**config.mk**
```make
export PLATFORM = sky130hd
export DESIGN_NAME = console_line_editor_flat
export DESIGN_NICKNAME = d
export VERILOG_FILES = /design/src/sv/cle_pkg.sv /design/src/sv/cle_if.sv /design/src/sv/console_line_editor.sv /design/src/flat_wrapper.sv
export SDC_FILE = /design/constraint.sdc
export NUM_CORES = 1
export LEC_CHECK = 0
export ABC_CLOCK_PERIOD_IN_PS = 4100
export BUFFER_PORTS_ARGS = -buffer_cell sky130_fd_sc_hd__buf_2
export CORE_ASPECT_RATIO = 2
export CORE_UTILIZATION = 55
export CTS_CLUSTER_DIAMETER = 60
export DETAILED_ROUTE_END_ITERATION = 10
export PLACE_DENSITY = 0.81
export SLEW_MARGIN = 15
export SYNTH_ARGS = -nofsm -noshare
export SYNTH_HDL_FRONTEND = slang
export SYNTH_SLANG_ARGS = --single-unit
```
**constraint.sdc**
```tcl
create_clock -name clk_i -period 4.1 [get_ports clk_i]
set_input_delay 0.205 -clock clk_i [delete_from_list [all_inputs] [get_ports clk_i]]
set_output_delay 0.205 -clock clk_i [all_outputs]
set_load 0.05 [all_outputs]
```
**src/sv/cle_pkg.sv**
```systemverilog
// Shared types and constants for the console line editor.
// Depends on nothing; the interfaces and the top level import it.
package cle_pkg;

  localparam int unsigned ByteW = 8;
  localparam int unsigned CharW = 7;
  localparam int unsigned LenW  = 6;

  localparam logic [ByteW-1:0] KeyCancel  = 8'h03;
  localparam logic [ByteW-1:0] KeyBs      = 8'h08;
  localparam logic [ByteW-1:0] KeyLf      = 8'h0A;
  localparam logic [ByteW-1:0] KeyCr      = 8'h0D;
  localparam logic [ByteW-1:0] KeyEsc     = 8'h1B;
  localparam logic [ByteW-1:0] KeyBracket = 8'h5B;
  localparam logic [ByteW-1:0] KeyRight   = 8'h43;
  localparam logic [ByteW-1:0] KeyLeft    = 8'h44;
  localparam logic [ByteW-1:0] KeyDel     = 8'h7F;
  localparam logic [ByteW-1:0] PrintLo    = 8'h20;
  localparam logic [ByteW-1:0] PrintHi    = 8'h7E;

  typedef enum logic [1:0] {
    ESC_NONE   = 2'd0,
    ESC_FIRST  = 2'd1,
    ESC_SECOND = 2'd2
  } esc_e;

  typedef struct packed {
    logic [CharW-1:0] char_code;
    logic             is_last;
    logic [LenW-1:0]  line_length;
    logic             is_empty;
    logic             cancelled;
  } cle_result_t;

endpackage

```
**src/sv/cle_if.sv**
```systemverilog
// Valid/ready channels of the console line editor: byte in, line result out.
// Depends on cle_pkg.
interface cle_in_if;
  import cle_pkg::*;
  logic             valid;
  logic             ready;
  logic [ByteW-1:0] in_byte;
  modport source (output valid, output in_byte, input ready);
  modport sink   (input valid, input in_byte, output ready);
endinterface

interface cle_out_if;
  import cle_pkg::*;
  logic             valid;
  logic             ready;
  logic [CharW-1:0] char_code;
  logic             is_last;
  logic [LenW-1:0]  line_length;
  logic             is_empty;
  logic             cancelled;
  modport source (output valid, output char_code, output is_last, output line_length,
                  output is_empty, output cancelled, input ready);
  modport sink   (input valid, input char_code, input is_last, input line_length,
                  input is_empty, input cancelled, output ready);
endinterface

```
**src/sv/console_line_editor.sv**
```systemverilog
// Console line editor top level: line store memory and its edit/emit sequencer.
// Depends on cle_pkg and the channel interfaces in cle_if.sv.
//
// Usage: console bytes arrive one beat at a time on in_i. Printable bytes are
// inserted at the cursor, DEL/BS deletes before it, ESC [ D / ESC [ C move
// the cursor. CR or LF sends the line on out_o, one beat per byte with
// is_last on the final one; an empty line sends one beat with is_empty set.
// Byte 3 sends one cancelled beat. Both clear the line.
// Sequencing: cursor moves, appends at the end and deletes of the last byte are
// done in S_IDLE itself. An insert inside the line moves each byte after the
// cursor one place right in S_INS, then writes the new byte in S_PUT; a delete
// inside the line moves each byte after the cursor one place left in S_DEL.
// Both move one byte at a time, as the line store has a single write port. A
// line leaves at one beat per cycle when out_o is not stalled.
// out_o has a one-beat output register; a stalled receiver holds the
// sequencer in the emit step, and in_i.ready stays low until the last beat
// of the line is in the output register.
// Reset clears length, cursor and escape state; store contents are not reset.
module console_line_editor #(
  parameter int unsigned LINE_CAPACITY = 64
) (
  input  logic         clk_i,
  input  logic         rst_ni,
  cle_in_if.sink       in_i,
  cle_out_if.source    out_o
);
  import cle_pkg::*;

  localparam int unsigned IdxW = $clog2(LINE_CAPACITY);
  localparam logic [IdxW-1:0] LenMax = IdxW'(LINE_CAPACITY - 1);

  typedef enum logic [4:0] {
    S_IDLE = 5'b00001,
    S_INS  = 5'b00010,
    S_PUT  = 5'b00100,
    S_DEL  = 5'b01000,
    S_EMIT = 5'b10000
  } state_e;

  state_e            state_q, state_d;
  logic [IdxW-1:0]   len_q, len_d;
  logic [IdxW-1:0]   cur_q, cur_d;
  logic [IdxW-1:0]   ptr_q, ptr_d;
  esc_e              esc_q, esc_d;
  logic              esc_br_q, esc_br_d;
  logic [CharW-1:0]  byte_q, byte_d;
  logic              single_q, single_d;
  logic              cancel_q, cancel_d;
  logic              out_valid_q, out_valid_d;
  cle_result_t       out_q, out_d;

  logic [CharW-1:0]  mem_q [LINE_CAPACITY];
  logic [CharW-1:0]  rd_data_q;
  logic              mem_we, mem_re;
  logic [IdxW-1:0]   mem_wa, mem_ra;
  logic [CharW-1:0]  mem_wd;

  logic              acc, slot_free, out_load;
  logic [ByteW-1:0]  b;

  assign in_i.ready = (state_q == S_IDLE);
  assign acc        = in_i.valid && in_i.ready;
  assign b          = in_i.in_byte;
  assign slot_free  = !out_valid_q || out_o.ready;

  always_ff @(posedge clk_i) begin
    if (mem_we) begin
      mem_q[mem_wa] <= mem_wd;
    end
    if (mem_re) begin
      rd_data_q <= mem_q[mem_ra];
    end
  end

  always_comb begin
    state_d  = state_q;
    len_d    = len_q;
    cur_d    = cur_q;
    ptr_d    = ptr_q;
    esc_d    = esc_q;
    esc_br_d = esc_br_q;
    byte_d   = byte_q;
    single_d = single_q;
    cancel_d = cancel_q;
    mem_we   = 1'b0;
    mem_re   = 1'b0;
    mem_wa   = '0;
    mem_ra   = '0;
    mem_wd   = '0;
    out_load = 1'b0;
    out_d    = out_q;

    unique case (state_q)
      S_IDLE: begin
        if (acc) begin
          priority if (esc_q == ESC_FIRST) begin
            esc_br_d = (b == KeyBracket);
            esc_d    = ESC_SECOND;
          end else if (esc_q != ESC_NONE) begin
            if (esc_br_q) begin
              if (b == KeyLeft && cur_q != '0) begin
                cur_d = cur_q - IdxW'(1);
              end else if (b == KeyRight && cur_q < len_q) begin
                cur_d = cur_q + IdxW'(1);
              end
            end
            esc_d    = ESC_NONE;
            esc_br_d = 1'b0;
          end else if (b == KeyLf || b == KeyCr) begin
            single_d = (len_q == '0);
            cancel_d = 1'b0;
            mem_re   = (len_q != '0);
            mem_ra   = '0;
            ptr_d    = '0;
            state_d  = S_EMIT;
          end else if (b == KeyDel || b == KeyBs) begin
            if (cur_q != '0) begin
              if (cur_q == len_q) begin
                len_d = len_q - IdxW'(1);
                cur_d = cur_q - IdxW'(1);
              end else begin
                mem_re  = 1'b1;
                mem_ra  = cur_q;
                ptr_d   = cur_q - IdxW'(1);
                state_d = S_DEL;
              end
            end
          end else if (b == KeyEsc) begin
            esc_d    = ESC_FIRST;
            esc_br_d = 1'b0;
          end else if (b == KeyCancel) begin
            single_d = 1'b1;
            cancel_d = 1'b1;
            state_d  = S_EMIT;
          end else if (b >= PrintLo && b <= PrintHi) begin
            if (len_q != LenMax) begin
              if (cur_q == len_q) begin
                mem_we = 1'b1;
                mem_wa = cur_q;
                mem_wd = b[CharW-1:0];
                len_d  = len_q + IdxW'(1);
                cur_d  = cur_q + IdxW'(1);
              end else begin
                mem_re  = 1'b1;
                mem_ra  = len_q - IdxW'(1);
                ptr_d   = len_q;
                byte_d  = b[CharW-1:0];
                state_d = S_INS;
              end
            end
          end else begin
            // other control bytes and codes above 0x7F are dropped
          end
        end
      end
      S_INS: begin
        mem_we = 1'b1;
        mem_wa = ptr_q;
        mem_wd = rd_data_q;
        if (ptr_q == cur_q + IdxW'(1)) begin
          state_d = S_PUT;
        end else begin
          mem_re = 1'b1;
          mem_ra = ptr_q - IdxW'(2);
          ptr_d  = ptr_q - IdxW'(1);
        end
      end
      S_PUT: begin
        mem_we  = 1'b1;
        mem_wa  = cur_q;
        mem_wd  = byte_q;
        len_d   = len_q + IdxW'(1);
        cur_d   = cur_q + IdxW'(1);
        state_d = S_IDLE;
      end
      S_DEL: begin
        mem_we = 1'b1;
        mem_wa = ptr_q;
        mem_wd = rd_data_q;
        if ((IdxW+1)'(ptr_q) + (IdxW+1)'(2) == (IdxW+1)'(len_q)) begin
          len_d   = len_q - IdxW'(1);
          cur_d   = cur_q - IdxW'(1);
          state_d = S_IDLE;
        end else begin
          mem_re = 1'b1;
          mem_ra = ptr_q + IdxW'(2);
          ptr_d  = ptr_q + IdxW'(1);
        end
      end
      S_EMIT: begin
        if (slot_free) begin
          out_load = 1'b1;
          if (single_q) begin
            out_d.char_code   = '0;
            out_d.is_last     = 1'b1;
            out_d.line_length = '0;
            out_d.is_empty    = 1'b1;
            out_d.cancelled   = cancel_q;
            len_d             = '0;
            cur_d             = '0;
            state_d           = S_IDLE;
          end else begin
            out_d.char_code   = rd_data_q;
            out_d.is_last     = (ptr_q + IdxW'(1) == len_q);
            out_d.line_length = LenW'(len_q);
            out_d.is_empty    = 1'b0;
            out_d.cancelled   = 1'b0;
            if (ptr_q + IdxW'(1) == len_q) begin
              len_d   = '0;
              cur_d   = '0;
              state_d = S_IDLE;
            end else begin
              mem_re = 1'b1;
              mem_ra = ptr_q + IdxW'(1);
              ptr_d  = ptr_q + IdxW'(1);
            end
          end
        end
      end
      default: state_d = S_IDLE;
    endcase
  end

  assign out_valid_d = out_load ? 1'b1 : (out_o.ready ? 1'b0 : out_valid_q);

  always_ff @(posedge clk_i or negedge rst_ni) begin
    if (!rst_ni) begin
      state_q     <= S_IDLE;
      len_q       <= '0;
      cur_q       <= '0;
      ptr_q       <= '0;
      esc_q       <= ESC_NONE;
      esc_br_q    <= 1'b0;
      single_q    <= 1'b0;
      cancel_q    <= 1'b0;
      out_valid_q <= 1'b0;
    end else begin
      state_q     <= state_d;
      len_q       <= len_d;
      cur_q       <= cur_d;
      ptr_q       <= ptr_d;
      esc_q       <= esc_d;
      esc_br_q    <= esc_br_d;
      single_q    <= single_d;
      cancel_q    <= cancel_d;
      out_valid_q <= out_valid_d;
    end
  end

  always_ff @(posedge clk_i) begin
    byte_q <= byte_d;
    if (out_load) begin
      out_q <= out_d;
    end
  end

  assign out_o.valid       = out_valid_q;
  assign out_o.char_code   = out_q.char_code;
  assign out_o.is_last     = out_q.is_last;
  assign out_o.line_length = out_q.line_length;
  assign out_o.is_empty    = out_q.is_empty;
  assign out_o.cancelled   = out_q.cancelled;

endmodule

```
**src/flat_wrapper.sv**
```systemverilog
// flat-port wrapper written by rule: the top's interface ports become plain ports
module console_line_editor_flat import cle_pkg::*;
#(
  parameter int unsigned LINE_CAPACITY = 64
)
  (clk_i, rst_ni, in_i_valid, in_i_in_byte, in_i_ready, out_o_valid, out_o_char_code, out_o_is_last, out_o_line_length, out_o_is_empty, out_o_cancelled, out_o_ready);
  cle_in_if in_i_i ();
  cle_out_if out_o_i ();
  input  logic clk_i;
  input  logic rst_ni;
  input wire logic [$bits(in_i_i.valid)-1:0] in_i_valid;
  input wire logic [$bits(in_i_i.in_byte)-1:0] in_i_in_byte;
  output wire logic [$bits(in_i_i.ready)-1:0] in_i_ready;
  output wire logic [$bits(out_o_i.valid)-1:0] out_o_valid;
  output wire logic [$bits(out_o_i.char_code)-1:0] out_o_char_code;
  output wire logic [$bits(out_o_i.is_last)-1:0] out_o_is_last;
  output wire logic [$bits(out_o_i.line_length)-1:0] out_o_line_length;
  output wire logic [$bits(out_o_i.is_empty)-1:0] out_o_is_empty;
  output wire logic [$bits(out_o_i.cancelled)-1:0] out_o_cancelled;
  input wire logic [$bits(out_o_i.ready)-1:0] out_o_ready;
  assign in_i_i.valid = in_i_valid;
  assign in_i_i.in_byte = in_i_in_byte;
  assign in_i_ready = in_i_i.ready;
  assign out_o_valid = out_o_i.valid;
  assign out_o_char_code = out_o_i.char_code;
  assign out_o_is_last = out_o_i.is_last;
  assign out_o_line_length = out_o_i.line_length;
  assign out_o_is_empty = out_o_i.is_empty;
  assign out_o_cancelled = out_o_i.cancelled;
  assign out_o_i.ready = out_o_ready;
  console_line_editor #(.LINE_CAPACITY(LINE_CAPACITY)) u_core (.clk_i(clk_i), .rst_ni(rst_ni), .in_i(in_i_i), .out_o(out_o_i));
endmodule
```
==> out/metrics.cfg <==
[sta]
skew_ns=0.0291
rsz0062_at_grt=true
max_freq_mhz=242
finalSetupViolCount=1
fin_crit_sh_pct=101
worst_slack_ns=-0.0267
period_minus_slack_ns=4.13
slew_headroom_pct=33.9
tightest_slew_ns=0.984
hold_violations=0
drv_slew=0

[cts]
cts_sinks=507
clock_latency_ns=0.58
cts_htree_levels=2
root_buffer=clkbuf_16
tritoncts=yes
clockBufferDepth=3
tritoncts.num_buffers=43
clk_pin_slew_ns=0.07

[global_route]
grt_overflow=0
grt_pass1_vias=17800
grt_pass1_wl_um=114000
grt_max_degree=65
grt_usage_pct=37.9
antenna_found_initial=4

[job]
maxCapViolations=0

[synth]
yosysMostFrequentCell=edfxtp_1
synth_fp_nets=1836
ys_types=83
synth_seq_area_share_pct=66.2
yosysTopAreaCell=edfxtp_1
synthSimpleGateAreaFrac_pct=14.4
async_flop_share_pct=5.72
netlist_area_um2=22800
syn_inst=1809
synth_area_leaders=edfxtp_1 (63%), mux2i_1 (5.2%), nand2_1 (5.1%)
yosysTopAreaCellShare_pct=63.0
synth_edf_count=478
synth.ff_latch_count=507
avgSynthCellArea_um2=12.6
synth.area.mux_share_pct=5.42
synth_top_family_by_area=simple AND/OR/NAND/NOR gates
synth_warnings=0
synthAdderAreaFrac_pct=0.823
yosys.area_share.xor_xnor_pct=1.19
ys.flop_type=edfxtp_1
synthTopCellsByCount=edfxtp_1 (478), nand2_1 (312), nor2_1 (144), mux2i_1 (119), nand3_1 (83)
synth_compound_area_share_pct=9.30

[die]
fp-row-count=105
dieArea_um2=42300
io_pins=30
die_y_um=290
start_util_pct=55.6
die_width_um=146
fp.coreArea_um2=41000

[placement]
numPortBuffers=29
pre_cts_slack_ns=-0.491
place_congestion=1.13
hpwl_um=54700

[pwr]
pwr-share-comb_pct=40.7
switching_share_pct=36.4
leakagePower_nw=10.4
pwr_density_cell_nw_per_um2=625
power_mw=17.5
switchingPower_mw=6.37
p_seq_share_pct=36.0
p_int_mw=11.1
p_clk_share_pct=23.3
ir_worst_vdd_mv=0.420

[critical_path]
path_max_fanout=7
critPathLaunch=u_core.cur_q[1]
crit_end=u_core.rd_data_q[6]
slowest_delay_ns=0.57
critPathRequiredTime_ns=4.40
end_kind=flip-flop
crit_path_cell_trace=buf_4 -> ha_4 -> and2_1 -> a211o_1 -> a31oi_2 -> buf_4 -> o21ai_4 -> buf_4 -> o211a_4 -> nand2_8 -> buf_12 -> mux2i_2 -> o22ai_2 -> nor4_4 -> buf_4 -> o21ai_1 -> and4bb_1
crit_type=flip-flop to flip-flop
cpMaxStageDelayCell=nor4_4
cpMostUsedCell=buf_4
worstPathArrival_ns=4.43
r2r-end=u_core.rd_data_q[6]
cp-start-kind=flip-flop
r2r_start=u_core.cur_q[1]
reg2reg_depth=17
r2r_slack_ns=-0.03

[layout]
final_util_pct=68.3
drive_gt1_share_pct=24.8
insertedDiodeCount=0
fillers=2830
fin_nets=2163
syn2layout_area_growth_pct=22.7

[run_status]
violations=setup timing
status=complete, but fails checks

[detailed_routing]
vias_per_cell=6.52
final_antenna_net_count=0
first_pass_iters=6
drt_iter0_markers=1737
vias=17600
drc=0
wire_per_inst_um=29.5
drt_wl_total_um=79800

[worst_hold_path]
hp-start=in_i_valid
hp-class=primary input to flip-flop

how the worst min path moves through the flow:
stage,slack (ns),endpoint,cells past startpoint
2_1_floorplan,-0.09,u_core.cancel_q,0
3_3_place_gp,0.33,u_core.ptr_q[1],1
3_5_place_dp,0.33,u_core.ptr_q[0],1
4_1_cts,0.08,u_core.esc_q[1],3
5_1_grt,0.09,u_core.esc_q[1],3
6_report,0.08,u_core.esc_q[1],3
worst max-delay path, delay by kind of cell, from the launching register on:
| family | cells | cell delay, ns |
|---|---|---|
| AND/OR/NAND/NOR | 4 | 1.11 |
| multiplexers | 1 | 0.24 |
| AO/OA/AOI/OAI | 6 | 1.03 |
| flip-flops | 1 | 0.41 |
| adder cells (fa/ha/maj) | 1 | 0.18 |
| buffers and inverters | 5 | 0.88 |
stage by stage:
| stage | instances | instance area, um2 | hold WS, ns | setup TNS, ns |
|---|---|---|---|---|
| 3_5_place_dp | 2581 | 25700 | 0.329 | -0.666 |
| 3_3_place_gp | 2581 | 25700 | 0.328 | -0.640 |
| 5_1_grt | 2702 | 28000 | 0.0883 | -0.169 |
| 2_1_floorplan | 1809 | 22800 | -0.0906 | 0 |
| 4_1_cts | 2666 | 27200 | 0.0765 | 0 |
| 6_report | 2702 | 28000 | 0.0808 | -0.0267 |
layer usage:
layer	track usage [%]	wire (um)
met1	35.5	22900
met2	66.1	40900
met3	10.2	6960
met4	35.3	9070
met5	0	27
layout by cell type (no fill, tap or decap), types with 13 or more instances in the layout:
cell type  netlist  layout
nand3_1         83      82
xnor2_1         25      24
edfxtp_1       478     478
nor2_1         144     131
o22ai_1         32      28
clkbuf_16        0      49
clkinv_1         3      13
dfrtp_1         28      26
nand2_1        312     304
o211ai_1        15      15
nor2b_1         17      16
and3_1          16      15
buf_4           16     301
buf_2           43      29
o221ai_1        20      16
a31oi_1         22      19
a21oi_1         69      66
a22oi_1         16      16
inv_1           20      18
nand4_1         24      24
buf_12           0      24
nor3_1          29      28
mux2i_1        119     114
o21ai_0         44      41
power groups by stage:
| stage | Clock [mW] | Sequential (mW) | Combinational, mW |
|---|---|---|---|
| after floorplan | 0 | 6.31 | 3.27 |
| after global placement | 0 | 6.37 | 6.12 |
| after detailed placement | 0 | 6.38 | 6.18 |
| after CTS | 4.08 | 6.27 | 6.28 |
| after global routing | 4.26 | 6.29 | 7.40 |
| final | 4.07 | 6.29 | 7.12 |
state kept, by name (all words and copies together) (netlist names):
register	flops
u_core.single_q	1
u_core.rd_data_q	7
u_core.cancel_q	1
u_core.cur_q	6
u_core.mem_q	448
u_core.state_q	5
u_core.len_q	6
u_core.out_o.valid	1
u_core.out_o.is_last	1
u_core.out_o.line_length	6
u_core.byte_q	7
u_core.esc_q	2
u_core.out_o.is_empty	1
u_core.out_o.cancelled	1
u_core.out_o.char_code	7
u_core.esc_br_q	1
u_core.ptr_q	6
cells by family (layout without fill, tap and decap cells):
logic type / Yosys count / count (layout)
buffers and inverters: 120 / 478
AOI/OAI and AO/OA: 309 / 309
xor gates and xnor gates: 31 / 31
muxes: 123 / 123
and+or+nand+nor: 704 / 704
adders and majority gates: 15 / 15
DFF: 507 / 507
timing repair:
item | in CTS | in global routing
setup buffers | 0 | 31
resized for setup | 12 | 84
hold endpoints to repair | 36 | 0
pin swaps | 0 | 26
endpoints found under the setup margin | 6 | 84
hold buffers | 9 | 0
gates cloned | 0 | 5
final cells by class:
type | count | area (um2) | share of cell area [%]
sequential | 507 | 15100 | 53.9
multi-input combinational | 1182 | 7520 | 26.9
timing repair buffer | 379 | 3240 | 11.6
clock buffer | 49 | 1120 | 4.00
tap | 535 | 669 | 2.39
clock inverter | 27 | 256 | 0.917
inverter | 23 | 86.3 | 0.309
No activity file was read; power rests on OpenSTA's default activity.
